## config.mk

```make
export PLATFORM = sky130hd
export DESIGN_NAME = priority_queue_with_aging
export DESIGN_NICKNAME = d
export VERILOG_FILES = /design/src/design/pqa_pkg.sv /design/src/design/pqa_ctrl.sv /design/src/design/pqa_dp.sv /design/src/design/priority_queue_with_aging.sv
export SDC_FILE = /design/constraint.sdc
export NUM_CORES = 1
export LEC_CHECK = 0
export BUFFER_PORTS_ARGS = -buffer_cell sky130_fd_sc_hd__buf_2
export CAP_MARGIN = 20
export CORE_ASPECT_RATIO = 0.9
export CORE_UTILIZATION = 25
export CTS_CLUSTER_DIAMETER = 200
export DETAILED_ROUTE_END_ITERATION = 12
export MAX_ROUTING_LAYER = met4
export PLACE_DENSITY_LB_ADDON = 0.05
export SYNTH_ARGS = -nofsm -noshare
export SYNTH_HDL_FRONTEND = slang
export SYNTH_SLANG_ARGS = --single-unit
```

## constraint.sdc

```tcl
create_clock -name clk -period 3.62 [get_ports clk]
set_clock_uncertainty 0.15 [all_clocks]
set_input_delay 1.086 -clock clk [delete_from_list [all_inputs] [get_ports clk]]
set_output_delay 1.086 -clock clk [all_outputs]
set_load 0.05 [all_outputs]
```

## src/design/pqa_pkg.sv

```systemverilog
// ----------------------------------------------------------------------------
// pqa_pkg
// Shared sizes, types, status codes and controller/datapath interface
// structs for the priority queue with aging.
// ----------------------------------------------------------------------------
package pqa_pkg;

  localparam int QUEUE_DEPTH  = 16;
  localparam int TOP_PRIORITY = 255;
  localparam int ID_BITS      = 10;
  localparam int PRIO_W       = 8;
  localparam int IDX_W        = $clog2(QUEUE_DEPTH);
  localparam int CNT_W        = $clog2(QUEUE_DEPTH + 1);

  typedef logic [IDX_W-1:0]   idx_t;
  typedef logic [CNT_W-1:0]   cnt_t;
  typedef logic [ID_BITS-1:0] id_t;
  typedef logic [PRIO_W-1:0]  prio_t;
  typedef logic [1:0]         status_t;

  localparam status_t ST_OK      = 2'd0;
  localparam status_t ST_FULL    = 2'd1;
  localparam status_t ST_EMPTY   = 2'd2;
  localparam status_t ST_BADPRIO = 2'd3;

  localparam logic CMD_INSERT   = 1'b0;
  localparam logic CMD_RETRIEVE = 1'b1;

  // Commands from the controller to the datapath
  typedef struct packed {
    logic    load;       // capture the transaction
    logic    ins_rd;     // read the slot in front of the tail
    logic    ins_shift;  // move the read entry back one slot
    logic    ins_put;    // place the new entry
    logic    ret_rd;     // read the head slot
    logic    ret_take;   // remove the head
    logic    age_step;   // age one remaining entry
    logic    st_wr;      // record a status code
    status_t st_code;
  } dp_cmd_t;

  // Status from the datapath to the controller
  typedef struct packed {
    logic is_retrieve;
    logic prio_bad;
    logic full;
    logic empty;
    logic gt;            // read priority strictly above the new one
    logic prev_is_head;  // slot in front of pos is the head
    logic take_last;     // head is the only entry
    logic age_last;      // last entry to age
  } dp_stat_t;

  function automatic idx_t idx_inc(idx_t i);
    idx_t r;
    if (i == idx_t'(QUEUE_DEPTH - 1)) r = '0;
    else r = i + idx_t'(1);
    return r;
  endfunction

  function automatic idx_t idx_dec(idx_t i);
    idx_t r;
    if (i == '0) r = idx_t'(QUEUE_DEPTH - 1);
    else r = i - idx_t'(1);
    return r;
  endfunction

endpackage

```

## src/design/pqa_ctrl.sv

```systemverilog
// ----------------------------------------------------------------------------
// pqa_ctrl
// Sequencer for insert and retrieve transactions: issues datapath commands
// and marks the result cycle.
// ----------------------------------------------------------------------------
module pqa_ctrl
  import pqa_pkg::*;
(
  input  logic     clk,
  input  logic     rst_n,
  input  logic     start,
  input  dp_stat_t stat,
  output dp_cmd_t  cmd,
  output logic     busy,
  output logic     out_valid
);

  localparam logic [2:0] S_IDLE    = 3'd0;
  localparam logic [2:0] S_DECIDE  = 3'd1;
  localparam logic [2:0] S_INS_CMP = 3'd2;
  localparam logic [2:0] S_INS_PUT = 3'd3;
  localparam logic [2:0] S_TAKE    = 3'd4;
  localparam logic [2:0] S_AGE     = 3'd5;
  localparam logic [2:0] S_DONE    = 3'd6;

  logic [2:0] state_r, state_nxt;

  always_comb begin
    state_nxt = state_r;
    cmd       = '0;
    unique case (state_r)
      S_IDLE: begin
        if (start) begin
          cmd.load  = 1'b1;
          state_nxt = S_DECIDE;
        end
      end
      S_DECIDE: begin
        if (!stat.is_retrieve) begin
          priority if (stat.prio_bad) begin
            cmd.st_wr   = 1'b1;
            cmd.st_code = ST_BADPRIO;
            state_nxt   = S_DONE;
          end else if (stat.full) begin
            cmd.st_wr   = 1'b1;
            cmd.st_code = ST_FULL;
            state_nxt   = S_DONE;
          end else if (stat.empty) begin
            state_nxt = S_INS_PUT;
          end else begin
            cmd.ins_rd = 1'b1;
            state_nxt  = S_INS_CMP;
          end
        end else begin
          if (stat.empty) begin
            cmd.st_wr   = 1'b1;
            cmd.st_code = ST_EMPTY;
            state_nxt   = S_DONE;
          end else begin
            cmd.ret_rd = 1'b1;
            state_nxt  = S_TAKE;
          end
        end
      end
      S_INS_CMP: begin
        if (stat.gt) begin
          cmd.ins_shift = 1'b1;
          // reached the head: the new entry goes there
          if (stat.prev_is_head) state_nxt = S_INS_PUT;
        end else begin
          cmd.ins_put = 1'b1;
          state_nxt   = S_DONE;
        end
      end
      S_INS_PUT: begin
        cmd.ins_put = 1'b1;
        state_nxt   = S_DONE;
      end
      S_TAKE: begin
        cmd.ret_take = 1'b1;
        state_nxt    = stat.take_last ? S_DONE : S_AGE;
      end
      S_AGE: begin
        cmd.age_step = 1'b1;
        if (stat.age_last) state_nxt = S_DONE;
      end
      S_DONE: begin
        state_nxt = S_IDLE;
      end
      default: begin
        state_nxt = S_IDLE;
      end
    endcase
  end

  always_ff @(posedge clk) begin
    if (!rst_n) begin
      state_r <= S_IDLE;
    end else begin
      state_r <= state_nxt;
    end
  end

  assign busy      = (state_r != S_IDLE);
  assign out_valid = (state_r == S_DONE);

endmodule

```

## src/design/pqa_dp.sv

```systemverilog
// ----------------------------------------------------------------------------
// pqa_dp
// Slot memories, ring pointers, entry count and result registers of the
// priority queue with aging.
// ----------------------------------------------------------------------------
module pqa_dp
  import pqa_pkg::*;
(
  input  logic     clk,
  input  logic     rst_n,
  input  dp_cmd_t  cmd,
  input  logic     in_command,
  input  id_t      in_entry_id,
  input  prio_t    in_entry_priority,
  output dp_stat_t stat,
  output status_t  status_q,
  output id_t      served_q,
  output cnt_t     count_q
);

  id_t   ids_mem   [QUEUE_DEPTH];
  prio_t prios_mem [QUEUE_DEPTH];

  logic    item_cmd_r;
  id_t     item_id_r;
  prio_t   item_prio_r;
  idx_t    head_r, tail_r, pos_r, age_addr_r;
  cnt_t    count_r, age_left_r;
  id_t     rd_id_r, served_r;
  prio_t   rd_prio_r, aged_prio;
  status_t status_r;
  idx_t    rd_addr;
  idx_t    pos_prev;

  assign pos_prev  = idx_dec(pos_r);
  assign aged_prio = (rd_prio_r > prio_t'(1)) ? rd_prio_r - prio_t'(1) : rd_prio_r;

  // Read address for the entry needed next cycle
  always_comb begin
    priority if (cmd.ins_rd)    rd_addr = idx_dec(tail_r);
    else if (cmd.ins_shift)     rd_addr = idx_dec(pos_prev);
    else if (cmd.ret_rd)        rd_addr = head_r;
    else if (cmd.ret_take)      rd_addr = idx_inc(head_r);
    else if (cmd.age_step)      rd_addr = idx_inc(age_addr_r);
    else                        rd_addr = head_r;
  end

  always_ff @(posedge clk) begin
    rd_id_r   <= ids_mem[rd_addr];
    rd_prio_r <= prios_mem[rd_addr];
    if (cmd.ins_shift) begin
      ids_mem[pos_r]   <= rd_id_r;
      prios_mem[pos_r] <= rd_prio_r;
    end else if (cmd.ins_put) begin
      ids_mem[pos_r]   <= item_id_r;
      prios_mem[pos_r] <= item_prio_r;
    end else if (cmd.age_step) begin
      prios_mem[age_addr_r] <= aged_prio;
    end
  end

  // Transaction and result payload
  always_ff @(posedge clk) begin
    if (cmd.load) begin
      item_cmd_r  <= in_command;
      item_id_r   <= in_entry_id;
      item_prio_r <= in_entry_priority;
      pos_r       <= tail_r;
      served_r    <= '0;
      status_r    <= ST_OK;
    end else begin
      if (cmd.ins_shift) pos_r <= pos_prev;
      if (cmd.st_wr) status_r <= cmd.st_code;
      if (cmd.ret_take) served_r <= rd_id_r;
    end
    if (cmd.ret_take) begin
      age_addr_r <= idx_inc(head_r);
      age_left_r <= count_r - cnt_t'(1);
    end else if (cmd.age_step) begin
      age_addr_r <= idx_inc(age_addr_r);
      age_left_r <= age_left_r - cnt_t'(1);
    end
  end

  // Ring pointers and occupancy
  always_ff @(posedge clk) begin
    if (!rst_n) begin
      head_r  <= '0;
      tail_r  <= '0;
      count_r <= '0;
    end else if (cmd.ins_put) begin
      tail_r  <= idx_inc(tail_r);
      count_r <= count_r + cnt_t'(1);
    end else if (cmd.ret_take) begin
      head_r  <= idx_inc(head_r);
      count_r <= count_r - cnt_t'(1);
    end
  end

  always_comb begin
    stat.is_retrieve  = (item_cmd_r == CMD_RETRIEVE);
    stat.prio_bad     = (item_prio_r == '0) || (int'(item_prio_r) > TOP_PRIORITY);
    stat.full         = (count_r == cnt_t'(QUEUE_DEPTH));
    stat.empty        = (count_r == '0);
    stat.gt           = (rd_prio_r > item_prio_r);
    stat.prev_is_head = (pos_prev == head_r);
    stat.take_last    = (count_r == cnt_t'(1));
    stat.age_last     = (age_left_r == cnt_t'(1));
  end

  assign status_q = status_r;
  assign served_q = served_r;
  assign count_q  = count_r;

endmodule

```

## src/design/priority_queue_with_aging.sv

```systemverilog
// ----------------------------------------------------------------------------
// priority_queue_with_aging
// Sorted ring of (id, priority) entries: insert shifts larger numbers back,
// retrieve serves the head and ages the rest down to a floor of 1.
// ----------------------------------------------------------------------------
// Accept to result strobe: a rejected transaction goes from the decision to
// the result state; an insert moves k entries back (one slot per cycle) and
// places the new one; a retrieve takes the head and ages the n entries left
// (one slot per cycle, the pace of the one-read, one-write slot memory port).
// busy stays high through the result cycle: no new transaction until then.
// Synchronous reset empties the queue; slot contents are not cleared.
// ----------------------------------------------------------------------------
module priority_queue_with_aging
  import pqa_pkg::*;
(
  input  logic    clk,
  input  logic    rst_n,
  input  logic    start,
  output logic    busy,
  input  logic    in_command,
  input  id_t     in_entry_id,
  input  prio_t   in_entry_priority,
  output logic    out_valid,
  output status_t out_status,
  output id_t     out_served_id,
  output cnt_t    out_occupancy
);

  dp_cmd_t  cmd;
  dp_stat_t stat;

  pqa_ctrl u_ctrl (
    .clk       (clk),
    .rst_n     (rst_n),
    .start     (start),
    .stat      (stat),
    .cmd       (cmd),
    .busy      (busy),
    .out_valid (out_valid)
  );

  pqa_dp u_dp (
    .clk               (clk),
    .rst_n             (rst_n),
    .cmd               (cmd),
    .in_command        (in_command),
    .in_entry_id       (in_entry_id),
    .in_entry_priority (in_entry_priority),
    .stat              (stat),
    .status_q          (out_status),
    .served_q          (out_served_id),
    .count_q           (out_occupancy)
  );

endmodule

```

# After elaboration in Yosys (flattened, before gate mapping)
# Memory sizes are Yosys's and may differ from the RTL's. A register that Yosys moved wholly into a read port is not among the register bits.
# Index checks and enable logic that the tools add are counted.
totals:
  reg_bits: 60
  ram_bits: 288
  in_bits: 22
  output_inout_bits: 19
  elab_cells: 123
  mem_count: 2
classes:
  n_addsub: 10
  magnitude_cmp: 2
  n_eq_ne: 16
  n_mux: 65
  bitwise_logic: 3
  n_reduce_logical: 13
memory_table:
  columns: ["name", "depth", "word_bits", "rd", "rd_ports_with_merged_regs", "wr", "line", "text"]
  rows:
  - ["u_dp.ids_mem", 16, 10, 1, 1, 1, "pqa_dp.sv:21", "id_t ids_mem [QUEUE_DEPTH];"]
  - ["u_dp.prios_mem", 16, 8, 1, 1, 1, "pqa_dp.sv:22", "prio_t prios_mem [QUEUE_DEPTH];"]
ops:
  columns: ["op", "n"]
  rows:
  - ["$mux 4", 16]
  - ["$mux 3", 12]
  - ["$mux 1", 25]
  - ["$mux 8", 3]
  - ["$mux 5", 4]
  - ["$pmux 3 s6", 1]
  - ["$add 4x1->4 const B", 3]
  - ["$eq 4x4->1 const B", 3]
  - ["$logic_not 4->1", 3]
  - ["$sub 4x1->4 const B", 3]
  - ["$eq 5x1->1 const B", 2]
  - ["$mux 10", 1]
  - ["$sub 5x1->5 const B", 2]
  - ["$eq 3x3->1 const B", 3]
  - ["$gt 8x1->1 const B", 1]
  - ["$gt 8x8->1", 1]
  - ["$logic_not 8->1", 1]
  - ["$reduce_or 8->1", 1]
  - ["$sub 8x1->8 const B", 1]
  - ["$eq 3x2->1 const B", 2]
  - ["$reduce_bool 2->1", 3]
  - ["$add 5x1->5 const B", 1]
  - ["$eq 5x5->1 const B", 1]
  - ["$logic_not 5->1", 1]
  - ["12 further kinds", 15]

# Longest topological paths before layout
# Gate-level depths: netlist of run 1.
depth:
  depth_word: 8
  depth_mapped: 13
  depth_no_buf: 11

# By module
# From an unflattened synthesis of run 1, not the netlist that was laid out.
hier_totals:
  cells_unflattened: 1295
  hier_area_um2: 16017.9
by_module_without_submodules:
  columns: ["module", "instances", "cells_each", "area_each_um2", "seq_area_each_um2"]
  rows:
  - ["pqa_dp", 1, 1252, 15703.8, 10470.0]
  - ["pqa_ctrl", 1, 43, 314.1, 60.1]

# Worst setup path after synthesis of run 1
# Ideal clock, no wire load.
synth_timing:
  kind: "register -> register"
  startpoint: "register u_dp.count_r[0], in the netlist u_dp.count_q[0]"
  endpoint: "register u_dp.rd_id_r[2] (read register of u_dp.ids_mem)"
  setup_time_ps: 120
  t_arrival_ps: 2992
  required_ps: 3350
  setup_slack_ps: 358
  path_stages_with_launch: 12
  path_buffers: 1
  synth_period_minus_slack_ps: 3262
  cell_sequence: "dfxtp_1 inv_1 ha_1 or3b_2 o21ai_1 or2_2 a31oi_4 buf_6 mux2i_1 nor2_1 a311o_1 a211o_1"
synth_between:
  elab_chain_len: 7
  word_cells_on_any_way: 12
  cone_classes: "eq/ne: 1; mux: 10; reduce/logical: 1"
synth_rtl:
  columns: ["element", "line", "text"]
  rows:
  - ["start: declaration", "pqa_dp.sv:28", "cnt_t count_r, age_left_r;"]
  - ["start signal: assignment", "pqa_dp.sv:93", "count_r <= count_r + cnt_t'(1);"]
  - ["start signal: assignment", "pqa_dp.sv:96", "count_r <= count_r - cnt_t'(1);"]
  - ["$logic_not 5->1", "pqa_dp.sv:104", "stat.empty = (count_r == '0);"]
  - ["$mux 1", "pqa_ctrl.sv:48, pqa_ctrl.sv:55", null]
  - ["$mux 1, on equally long branches", "pqa_ctrl.sv:39, pqa_ctrl.sv:44", null]
  - ["$mux 1, on equally long branches", "pqa_ctrl.sv:31, pqa_ctrl.sv:40", null]
  - ["$mux 4 / $mux 1 (equally long branches)", "pqa_dp.sv:42, pqa_ctrl.sv:39", null]
  - ["$mux 4 / $mux 1 (equally long branches)", "pqa_dp.sv:41, pqa_ctrl.sv:31", null]
  - ["$mux 4 *", "pqa_dp.sv:40", "priority if (cmd.ins_rd) rd_addr = idx_dec(tail_r);"]
  - ["end: declaration", "pqa_dp.sv:29", "id_t rd_id_r, served_r;"]
# Every way passes the cells marked *; elsewhere a longest branch is shown, timed or not.
# A chain may end at the register's enable or synchronous reset.

# Final worst setup path of run 1
layout_timing:
  startpoint: "register u_dp.item_prio_r[7]"
  endpoint: "register u_dp.rd_prio_r[7] (read register of u_dp.prios_mem)"
layout_between:
  elab_chain_len: 5
  word_cells_on_any_way: 9
  cone_classes: "order compare: 1; mux: 7; reduce/logical: 1"
layout_rtl:
  columns: ["element", "line", "text"]
  rows:
  - ["start: declaration", "pqa_dp.sv:26", "prio_t item_prio_r;"]
  - ["start signal: assignment", "pqa_dp.sv:67", "item_prio_r <= in_entry_priority;"]
  - ["$gt 8x8->1 / $logic_not 8->1 (equally long branches)", "pqa_dp.sv:105, pqa_dp.sv:102", null]
  - ["$mux 1, on equally long branches", "pqa_ctrl.sv:66, pqa_ctrl.sv:40", null]
  - ["$mux 1, on equally long branches", "pqa_ctrl.sv:31, pqa_ctrl.sv:39", null]
  - ["$mux 4 / $mux 1 (equally long branches)", "pqa_dp.sv:41, pqa_ctrl.sv:31", null]
  - ["$mux 4 *", "pqa_dp.sv:40", null]
  - ["end: declaration", "pqa_dp.sv:30", "prio_t rd_prio_r, aged_prio;"]
# Marked as above.

==> results by group, run 1 <==
Outcome
  • Status: complete, no violations

STA
  • Min Tclk post-route: 3.37 ns
  • Slew Limit Fails: 0
  • Unrepaired setup endpoints after global routing: false
  • Final setup vio count: 0
  • Final worst path period share: 93.1%
  • Hold Fails Final Rpt: 0
  • Worst slew pin tran: 1.00 ns
  • Fin Setup TNS: 0 ns
  • FMAX: 0.297 GHz
  • Slew Limit Headroom: 32.8%

Cells and area
  • Layout Cells excl Fill: 2,157
  • Area of the multi-input gates: 4970 µm²
  • Reg area: 10,500 µm²
  • # nets final: 1,323
  • Layout cells sized above 1: 20.2%
  • Synthesis-to-finish area growth: 20.8%
  • Filler instances: 6,359
  • Core Util, Final: 30.5%
  • Finished Cell Area: 19,100 µm²

Worst setup path
  • Crit path required time: 3.91 ns
  • Crit path capture type: flip-flop
  • Worst path arrival time: 3.66 ns
  • CP startpoint kind: flip-flop
  • Critical path fanouts, max: 35
  • Crit Path Class: reg2reg

Routing
  • DRC: 0
  • Vias per inst: 4.48
  • 1st-pass router iterations: 5
  • Vias: 9,668
  • Detailed-route wire length: 45,100 µm
  • Post-detailed-route wirelength per cell: 20.9 µm
  • Drt first-iter violations: 581
  • Post-route ant nets: 0

Synthesis
  • Post-Syn Nets: 1,206
  • Synth Flop Type: edfxtp_1
  • #FFs+latches synth: 366
  • Synth warn: 0
  • Post-synth EDFFs: 320
  • Top area cells in the synthesized netlist: edfxtp_1, mux2i_1, dfxtp_1
  • Top cell type's share of synthesized area: 60.6%
  • Synth Cell Area: 15,900 µm²
  • Register area share after synthesis: 66.4%
  • Synth Area per Inst: 13.7 µm²
  • Async SR Flop Fraction: 0%
  • Area leader, netlist: edfxtp_1
  • Yosys cell types: 73
  • Syn Inst Count: 1,159

Clock tree
  • CTS root buffer: clkbuf_16
  • # resized after CTS: 0
  • CTS H-tree lvls: 2
  • Num CTS Buffers: 45
  • Clock-pin slew on the worst setup and hold paths: 0.06 ns
  • Sink Count: 366
  • CTS Buffer Depth: 3
  • CTS tree: built
  • Clk_lat worst skew: 0.58 ns
  • Postcts setup bufs: 0
  • Hold buffer count at cts: 0

Placement
  • Placed inst area: 17,700 µm²
  • Buffers added on ports: 40
  • Hpwl dp: 31,000 µm
  • Placed instance count: 2,073
  • Routability cong.: 0.756

GRT
  • First-pass GRT wire length: 67,600 µm
  • Pin count of the biggest net entering global routing: 36
  • Total gr overflow: 0
  • Initial antenna violation count: 0
  • Aggregate global-route resource usage: 14.9%
  • Vias in the first global route: 10,000

Floorplanning
  • Die height: 241 µm
  • Ports: 41
  • Initial Util: 25.3%
  • Die area: 64,400 µm²
  • Number of core rows: 87
  • Core ar.: 62,700 µm²
  • Chip width: 267 µm

Power and ir drop
  • Pleak: 0.00704 µW
  • PwrDens: 1030 nW/µm²
  • Design Power: 19,600 µW
  • Worst vdd ir: 0.381 mV

Min path
  • HP Class: reg2reg

Flow run
  • Maxcap violations: 0
[sequential cells by signal, summed over array words and instances, names as in the netlist, 5 cells and up]
name	count
u_dp.age_left_r	5
u_dp.ids_mem	160
u_dp.rd_prio_r	8
u_dp.served_q	10
u_dp.rd_id_r	10
u_dp.count_q	5
u_dp.item_prio_r	8
u_dp.prios_mem	128
u_dp.item_id_r	10
[cells in the mapped netlist, drive strengths merged (3+ instances only)]
cell type,instances
a211o,6
a211oi,23
a21boi,5
a21o,3
a21oi,44
a311o,4
a31oi,10
and2,18
and3,3
buf,40
clkbuf,22
dfxtp,46
edfxtp,320
ha,25
inv,25
mux2,40
mux2i,111
nand2,112
nand2b,12
nand3,11
nand4,6
nor2,77
nor2b,5
nor3,15
nor3b,6
o211ai,5
o21a,14
o21ai,44
o221ai,16
o22ai,37
or2,3
xnor2,9
xor2,7
[cells by family after synthesis]
logic type | after synthesis | synth area share [%]
buffers and inverters | 88 | 2.63
AO/OA/AOI/OAI | 231 | 9.99
flip-flops | 366 | 66.4
adder cells (fa/ha/maj) | 25 | 1.97
XOR/XNOR | 16 | 0.884
multiplexers | 151 | 9.85
AND/OR/NAND/NOR | 282 | 8.25
[where the power goes]
group	internal (µW)	switching [µW]	leakage (µW)	total, µW
combinational	3250	5460	0.00304	8710
sequential	6040	407	0.00328	6450
clock	2660	1820	0.000719	4490
total	12000	7690	0.00704	19600
[layer usage]
layer  global-route usage [%]  part of all wire (%)  vias up
li1                         -                     -     4651
met1                     20.5                    50     4821
met5                        -                     0        -
met4                     3.57                   1.9        0
met3                     2.49                   3.1       57
met2                     22.7                    45      139
[layout by cell type (no fill, tap or decap), drive strengths merged, types with 4 or more instances in the layout]
cell type | synthesis | routed
edfxtp | 320 | 320
buf | 40 | 132
nand2 | 112 | 112
mux2i | 111 | 111
nor2 | 77 | 77
clkbuf | 22 | 57
dfxtp | 46 | 46
a21oi | 44 | 44
o21ai | 44 | 44
mux2 | 40 | 40
o22ai | 37 | 37
inv | 25 | 28
ha | 25 | 25
a211oi | 23 | 23
and2 | 18 | 18
clkinv | 1 | 18
o221ai | 16 | 16
nor3 | 15 | 15
o21a | 14 | 14
nand2b | 12 | 12
nand3 | 11 | 11
a31oi | 10 | 10
xnor2 | 9 | 9
xor2 | 7 | 7
nand4 | 6 | 6
nor3b | 6 | 6
a211o | 6 | 6
nor2b | 5 | 5
o211ai | 5 | 5
a21boi | 5 | 5
a311o | 4 | 4
bufinv | 0 | 4
[per-stage QoR]
stage	hold slack, ns	worst slack [ns]
4_1_cts	0.310	0.0634
5_1_grt	0.328	0.0320
2_1_floorplan	0.282	0.358
6_report	0.305	0.251
3_3_place_gp	0.291	-0.0437
3_5_place_dp	0.303	0.0778
[area by class of cell]
cell class | count | area share, %
clock inverters | 25 | 1.36
flip-flops and latches | 366 | 55.0
well taps | 845 | 5.52
multi-input cells | 705 | 26.0
inverters | 26 | 0.510
diodes | 1 | 0.0131
clock buffers | 57 | 6.33
repair buffers | 132 | 5.30
[critical path, cell delays in order (launching register included)]
cell	delay, ns
edfxtp_1	0.43
or4_1	0.60
o21ai_1	0.23
nor2_1	0.16
and2_4	0.21
a31oi_4	0.24
buf_12	0.29
mux2i_1	0.23
nor2_1	0.06
a311o_1	0.31
a211o_1	0.32
[worst paths after layout]
| path | from | to | slack [ns] | cells past startpoint |
|---|---|---|---|---|
| worst max-delay path | u_dp.item_prio_r[7]$_DFFE_PP_ | u_dp.rd_prio_r[7]$_DFF_P_ | 0.25 | 10 |
| worst min-delay path | u_dp.served_q[4]$_SDFFE_PP0P_ | u_dp.served_q[4]$_SDFFE_PP0P_ | 0.31 | 2 |
| worst max register to register | u_dp.item_prio_r[7]$_DFFE_PP_ | u_dp.rd_prio_r[7]$_DFF_P_ | 0.25 | 10 |
| worst min register to register | u_dp.served_q[4]$_SDFFE_PP0P_ | u_dp.served_q[4]$_SDFFE_PP0P_ | 0.31 | 2 |
(Power assumes the default switching activity.)
==> inputs of run 2 (changes only) <==
--- a/config.mk
+++ b/config.mk
@@ -8,11 +8,13 @@
 export BUFFER_PORTS_ARGS = -buffer_cell sky130_fd_sc_hd__buf_2
 export CAP_MARGIN = 20
 export CORE_ASPECT_RATIO = 0.9
-export CORE_UTILIZATION = 25
+export CORE_UTILIZATION = 29
 export CTS_CLUSTER_DIAMETER = 200
 export DETAILED_ROUTE_END_ITERATION = 12
 export MAX_ROUTING_LAYER = met4
 export PLACE_DENSITY_LB_ADDON = 0.05
+export RECOVER_POWER = 50
+export SETUP_SLACK_MARGIN = 0.4
 export SYNTH_ARGS = -nofsm -noshare
 export SYNTH_HDL_FRONTEND = slang
 export SYNTH_SLANG_ARGS = --single-unit
==> run 2 against run 1 <==
Against the previous run:
- count of clock-buffer cells in the layout up 5
- register-to-register slack improved by 0.07 ns
- utilization is 6.0 points higher
- critical path type unchanged
- largest power group unchanged
==> results by group, run 2 (synthesis results as in run 1) <==
Routing
  • Drt first-iter violations: 537
  • Detailed-route wire length: 44,100 µm
  • Vias: 9,884
  • 1st-pass router iterations: 5
  • Vias per inst: 4.85
  • Post-route ant nets: 0
  • DRC: 0
  • Post-detailed-route wirelength per cell: 21.7 µm

Placement
  • Place WS: 0.0144 ns
  • Buffers added on ports: 40
  • Hpwl dp: 28,900 µm
  • Routability cong.: 0.735

Cells and area
  • Filler instances: 5,206
  • Biggest register: u_dp.ids_mem
  • Most frequent cells in the layout: edfxtp_1, nand2_1, mux2i_1, nor2_1
  • Largest regs: u_dp.ids_mem (160), u_dp.prios_mem (128)
  • Synthesis-to-finish area growth: 23.1%
  • Max reg flops: 160
  • Core Util, Final: 36.5%
  • # nets final: 1,352
  • Layout cells sized above 1: 21.9%
  • Antenna cell count: 0
  • Commonest non-fill, non-tap cell in the layout: edfxtp_1

Floorplanning
  • Number of core rows: 80
  • Initial Util: 29.7%
  • Die height: 224 µm
  • Core ar.: 53,500 µm²
  • Chip width: 248 µm
  • Die area: 55,600 µm²
  • Ports: 41

Clock tree
  • Clk_lat worst skew: 0.58 ns
  • CTS root buffer: clkbuf_16
  • CTS H-tree lvls: 2
  • Clock-pin slew on the worst setup and hold paths: 0.06 ns
  • CTS tree: built
  • Sink Count: 366
  • Num CTS Buffers: 44
  • Hold buffer count at cts: 0
  • CTS Buffer Depth: 3

GRT
  • Pin count of the biggest net entering global routing: 37
  • Aggregate global-route resource usage: 16.4%
  • Initial antenna violation count: 0
  • Total gr overflow: 0
  • Vias in the first global route: 10,100
  • First-pass GRT wire length: 65,700 µm

Worst setup path
  • Crit path required time: 3.93 ns
  • Crit path capture type: flip-flop
  • Critical Path Max Stage Delay: 0.38 ns
  • Crit-path cells: clkbuf_1, nand2b_1, clkbuf_1, o21ai_0, o21ai_4, a31oi_4, buf_12, buf_12, buf_16, mux2_2, o22ai_2, o21a_1, o22ai_1, buf_4
  • CP startpoint kind: flip-flop
  • Critical-path top delay cell: o21ai_0
  • Crit Path Class: reg2reg
  • Crit path buffers/inverters: 6
  • Critical path fanouts, max: 8
  • Worst path arrival time: 3.61 ns
  • CP delay by family, top: compound AO/OA/AOI/OAI gates

STA
  • Slew Limit Headroom: 11.9%
  • Final worst path period share: 91.2%
  • FMAX: 0.303 GHz
  • Final setup vio count: 0
  • Slew Limit Fails: 0
  • Hold Slack: 0.302 ns
  • Setup ws final: 0.320 ns
  • Fin Setup TNS: 0 ns
  • Worst slew pin tran: 1.32 ns
  • Min Tclk post-route: 3.30 ns
  • Hold Fails Final Rpt: 0
  • Unrepaired setup endpoints after global routing: true

Power and ir drop
  • Worst vdd ir: 0.462 mV
  • Design Power: 20,800 µW
  • PwrDens: 1060 nW/µm²
  • Pleak: 0.00711 µW

Flow run
  • Maxcap violations: 0

Min path
  • HP Class: reg2reg

Outcome
  • Status: complete, no violations
-- run 2: cell types whose count changed in the layout (fill, tap and decap cells not counted), moves of 6 or more --
cell	change
o22ai_1	-10
buf_4	-17
o221ai_1	-8
buf_2	-17
clkbuf_1	+55
o22ai_2	+10
dfxtp_1	-6
o221ai_2	+8
-- run 2: cell type report --
class | count | area (µm²) | share of cell area [%]
Clock buffer | 62 | 1230 | 6.29
Clock inverter | 19 | 255 | 1.31
Inverter | 26 | 97.6 | 0.500
Multi-Input combinational cell | 706 | 5260 | 26.9
Sequential cell | 366 | 10500 | 54.0
Tap cell | 697 | 872 | 4.47
Timing Repair Buffer | 161 | 1270 | 6.49
-- run 2: path summary, 6_finish.rpt --
kind | endpoint | start | cells after the start | slack, ns
setup / recovery | u_dp.rd_prio_r[3]$_DFF_P_ | u_ctrl.state_r[2]$_SDFFE_PN0P_ | 14 | 0.32
hold / removal | u_dp.served_q[7]$_SDFFE_PP0P_ | u_dp.served_q[7]$_SDFFE_PP0P_ | 2 | 0.30
setup reg to reg | u_dp.rd_prio_r[3]$_DFF_P_ | u_ctrl.state_r[2]$_SDFFE_PN0P_ | 14 | 0.32
hold reg to reg | u_dp.served_q[7]$_SDFFE_PP0P_ | u_dp.served_q[7]$_SDFFE_PP0P_ | 2 | 0.30
-- run 2: stage by stage --
stage,std cells,cell area [µm²]
floorplan,1159,15900
global placement,1929,17500
detailed placement,1929,17500
CTS,2029,19500
global route,2037,19500
finish,2037,19500
-- run 2: layer usage --
layer | share of wire, % | wire length (µm) | global-route usage, % | up-vias
li1 | - | - | - | 4712
met1 | 49 | 21400 | 21.9 | 4959
met2 | 46 | 20500 | 25.9 | 152
met3 | 3.2 | 1400 | 2.48 | 61
met4 | 1.8 | 790 | 4.39 | 0
met5 | 0 | 0 | - | -
-- run 2: worst min-delay path, delay by kind of cell, from the launching register on --
family / cells / cell delay (ns)
AO/OA/AOI/OAI: 1 / 0.05
flip-flops: 1 / 0.31
AND/OR/NAND/NOR: 1 / 0.05
-- run 2: report_power, final --
| group | switching (µW) | leakage, µW | total [µW] | internal, µW |
|---|---|---|---|---|
| registers | 337 | 0.00328 | 6390 | 6060 |
| clock network | 1790 | 0.000721 | 4520 | 2730 |
| logic | 5850 | 0.00311 | 9850 | 4010 |
-- run 2: repair_timing --
| action | CTS | global route |
|---|---|---|
| buffers inserted | 13 | 7 |
| pin swaps | 14 | 18 |
| gates cloned | 6 | 0 |
| resized for setup | 47 | 40 |
| setup endpoints to repair | 244 | 242 |
==> inputs of run 3 (changes only) <==
--- a/config.mk
+++ b/config.mk
@@ -7,7 +7,7 @@
 export LEC_CHECK = 0
 export BUFFER_PORTS_ARGS = -buffer_cell sky130_fd_sc_hd__buf_2
 export CAP_MARGIN = 20
-export CORE_ASPECT_RATIO = 0.9
+export CORE_ASPECT_RATIO = 0.75
 export CORE_UTILIZATION = 29
 export CTS_CLUSTER_DIAMETER = 200
 export DETAILED_ROUTE_END_ITERATION = 12
@@ -17,4 +17,5 @@
 export SETUP_SLACK_MARGIN = 0.4
 export SYNTH_ARGS = -nofsm -noshare
 export SYNTH_HDL_FRONTEND = slang
+export SYNTH_HIERARCHICAL = 1
 export SYNTH_SLANG_ARGS = --single-unit
==> run 3 against run 2 <==
Against the previous run:
- the flow now finishes with violations (negative setup slack)
- fmax is 17% lower
- first-iteration DRC count grew 32%
- non-clock buffer count is 141 higher
- synthesized area increased by 1.0%
- largest cell class unchanged
==> results by group, run 3 <==
Outcome
  • Status: finished, violations left
  • Violated checks: negative setup slack

Cells and area
  • Layout Cells excl Fill: 2,321
  • Biggest register: u_dp/ids_mem
  • Most frequent cells in the layout: edfxtp_1, nand2_1, buf_4, o211ai_1, buf_12
  • Synthesis-to-finish area growth: 36.7%
  • Largest regs: u_dp/ids_mem (160), u_dp/prios_mem (128)
  • Commonest non-fill, non-tap cell in the layout: edfxtp_1
  • Max reg flops: 160
  • Finished Cell Area: 21,900 µm²
  • Layout cells sized above 1: 28.8%
  • # nets final: 1,614
  • Filler instances: 5,197

Clock tree
  • CTS root buffer: clkbuf_16
  • Num CTS Buffers: 41
  • Clock-pin slew on the worst setup and hold paths: 0.07 ns
  • CTS H-tree lvls: 2
  • Sink Count: 366
  • Clk_lat worst skew: 0.58 ns
  • CTS tree: built
  • CTS Buffer Depth: 3

Placement
  • Placed inst area: 19,200 µm²
  • Placed instance count: 2,188
  • Routability cong.: 0.825
  • Buffers added on ports: 40
  • Hpwl dp: 34,000 µm

Floorplanning
  • Die height: 206 µm
  • Initial Util: 29.4%
  • Die area: 56,200 µm²
  • Core ar.: 54,500 µm²
  • Ports: 41
  • Number of core rows: 74
  • Chip width: 273 µm

Synthesis
  • Synth Area per Inst: 12.4 µm²
  • Top area cells in the synthesized netlist: edfxtp_1, nand2_1, dfxtp_1
  • Synth Cell Area: 16,000 µm²
  • Commonest cells in the netlist: edfxtp_1, nand2_1, o211ai_1
  • Synth Flop Type: edfxtp_1
  • Yosys cell types: 76
  • Most frequent cell after synthesis: edfxtp_1
  • Register area share after synthesis: 65.7%
  • Area leader, netlist: edfxtp_1
  • Post-synth EDFFs: 320
  • Top cell type's share of synthesized area: 60.0%
  • Synth warn: 6
  • Syn Inst Count: 1,295
  • #FFs+latches synth: 366
  • Post-Syn Nets: 1,344
  • Async SR Flop Fraction: 0%

Routing
  • Post-route ant nets: 0
  • Vias per inst: 4.91
  • Post-detailed-route wirelength per cell: 21.5 µm
  • 1st-pass router iterations: 6
  • Vias: 11,400
  • Drt first-iter violations: 708
  • Detailed-route wire length: 49,900 µm
  • DRC: 0

Worst setup path
  • CP startpoint kind: flip-flop
  • Worst path arrival time: 4.28 ns
  • Crit Path Class: reg2reg
  • Crit path required time: 3.91 ns
  • Critical path fanouts, max: 8
  • Crit path capture type: flip-flop

STA
  • Unrepaired setup endpoints after global routing: true
  • Final worst path period share: 110%
  • Slew Limit Headroom: 28.4%
  • Slew Limit Fails: 0
  • Min Tclk post-route: 4.00 ns
  • Setup ws final: -0.377 ns
  • Final setup vio count: 130
  • Hold Fails Final Rpt: 0
  • FMAX: 0.250 GHz
  • Worst slew pin tran: 1.07 ns

GRT
  • First-pass GRT wire length: 72,500 µm
  • Initial antenna violation count: 0
  • Total gr overflow: 0
  • Aggregate global-route resource usage: 18.0%
  • Vias in the first global route: 11,100
  • Pin count of the biggest net entering global routing: 37

Power and ir drop
  • PwrDens: 986 nW/µm²
  • Pleak: 0.00816 µW
  • Design Power: 21,600 µW
  • Worst vdd ir: 0.554 mV

Flow run
  • Maxcap violations: 0

Min path
  • HP Class: reg2reg
-- run 3: changes by cell type in the layout (fill, tap and decap cells not counted), moves of 36 or more --
cell / delta
mux2i_1: -53
clkbuf_1: -52
nor2_1: -36
nand2_1: +162
buf_4: +86
buf_12: +55
o211ai_1: +64
nand3_1: +38
-- run 3: logic make-up after synthesis --
logic type | count (synthesis) | share of synthesized area, %
buffers and inverters | 105 | 3.10
xor gates and xnor gates | 16 | 0.875
and+or+nand+nor | 517 | 15.1
adders and majority gates | 27 | 2.11
DFF | 366 | 65.7
muxes | 56 | 3.50
AOI/OAI and AO/OA | 208 | 9.55
-- run 3: metrics by stage --
step	TNS (ns)	util [%]	setup slack, ns	hold WS (ns)
after floorplan	0	-	0.0737	0.314
after global placement	-37.97	35.2	-0.627	0.320
after detailed placement	-27.86	35.2	-0.589	0.328
after CTS	-5.27	38.9	-0.366	0.342
after global routing	-62.08	40.1	-0.562	0.366
final	-9.14	40.1	-0.377	0.339
-- run 3: report_power, final --
part	switching, µW	internal (µW)	total (µW)
Clock	1800	2620	4420
Combinational	6120	4770	10900
Sequential	359	5910	6270
-- run 3: what timing repair did --
item	4_1_cts	5_1_grt
gates cloned	1	10
endpoints found under the setup margin	602	603
buffers inserted	21	24
hold buffers	0	0
resized for setup	74	77
pin swaps	40	44
-- run 3: routing by layer --
layer	GRT usage (%)	vias up	routed length, µm
met5	-	-	0
met4	4.79	0	952
met3	2.68	59	1800
met2	27.0	186	22100
met1	25.2	5728	25100
li1	-	5421	-
-- run 3: critical path: stages, from the launching register on --
cell,delay (ns)
edfxtp_1,0.39
inv_2,0.09
ha_4,0.19
nor2b_4,0.12
o21a_1,0.17
o21ai_2,0.10
nand2b_1,0.07
a21oi_1,0.12
o21ai_1,0.08
o31a_1,0.12
nand2_2,0.09
nor3_2,0.04
buf_4,0.15
or2_4,0.24
o41a_1,0.47
and3_4,0.22
buf_12,0.15
buf_8,0.12
o211ai_1,0.08
nand4_1,0.22
a222oi_1,0.45
-- run 3: area by class of cell --
cell class | instances | area (µm²) | share of cell area [%]
diodes | 1 | 2.50 | 0.0114
clock buffers | 49 | 1100 | 5.01
clock inverters | 27 | 337 | 1.54
inverters | 30 | 113 | 0.514
multi-input cells | 824 | 5620 | 25.7
flip-flops and latches | 366 | 10500 | 48.1
well taps | 722 | 903 | 4.13
repair buffers | 302 | 3280 | 15.0
-- run 3: final timing paths --
check / startpoint / to / slack, ns / cells after the start
max: u_dp/item_prio_r[1]$_DFFE_PP_ / u_dp/rd_prio_r[3]$_DFF_P_ / -0.38 / 20
min: u_dp/served_q[6]$_SDFFE_PP0P_ / u_dp/served_q[6]$_SDFFE_PP0P_ / 0.34 / 2
max reg2reg: u_dp/item_prio_r[1]$_DFFE_PP_ / u_dp/rd_prio_r[3]$_DFF_P_ / -0.38 / 20
min reg2reg: u_dp/served_q[6]$_SDFFE_PP0P_ / u_dp/served_q[6]$_SDFFE_PP0P_ / 0.34 / 2
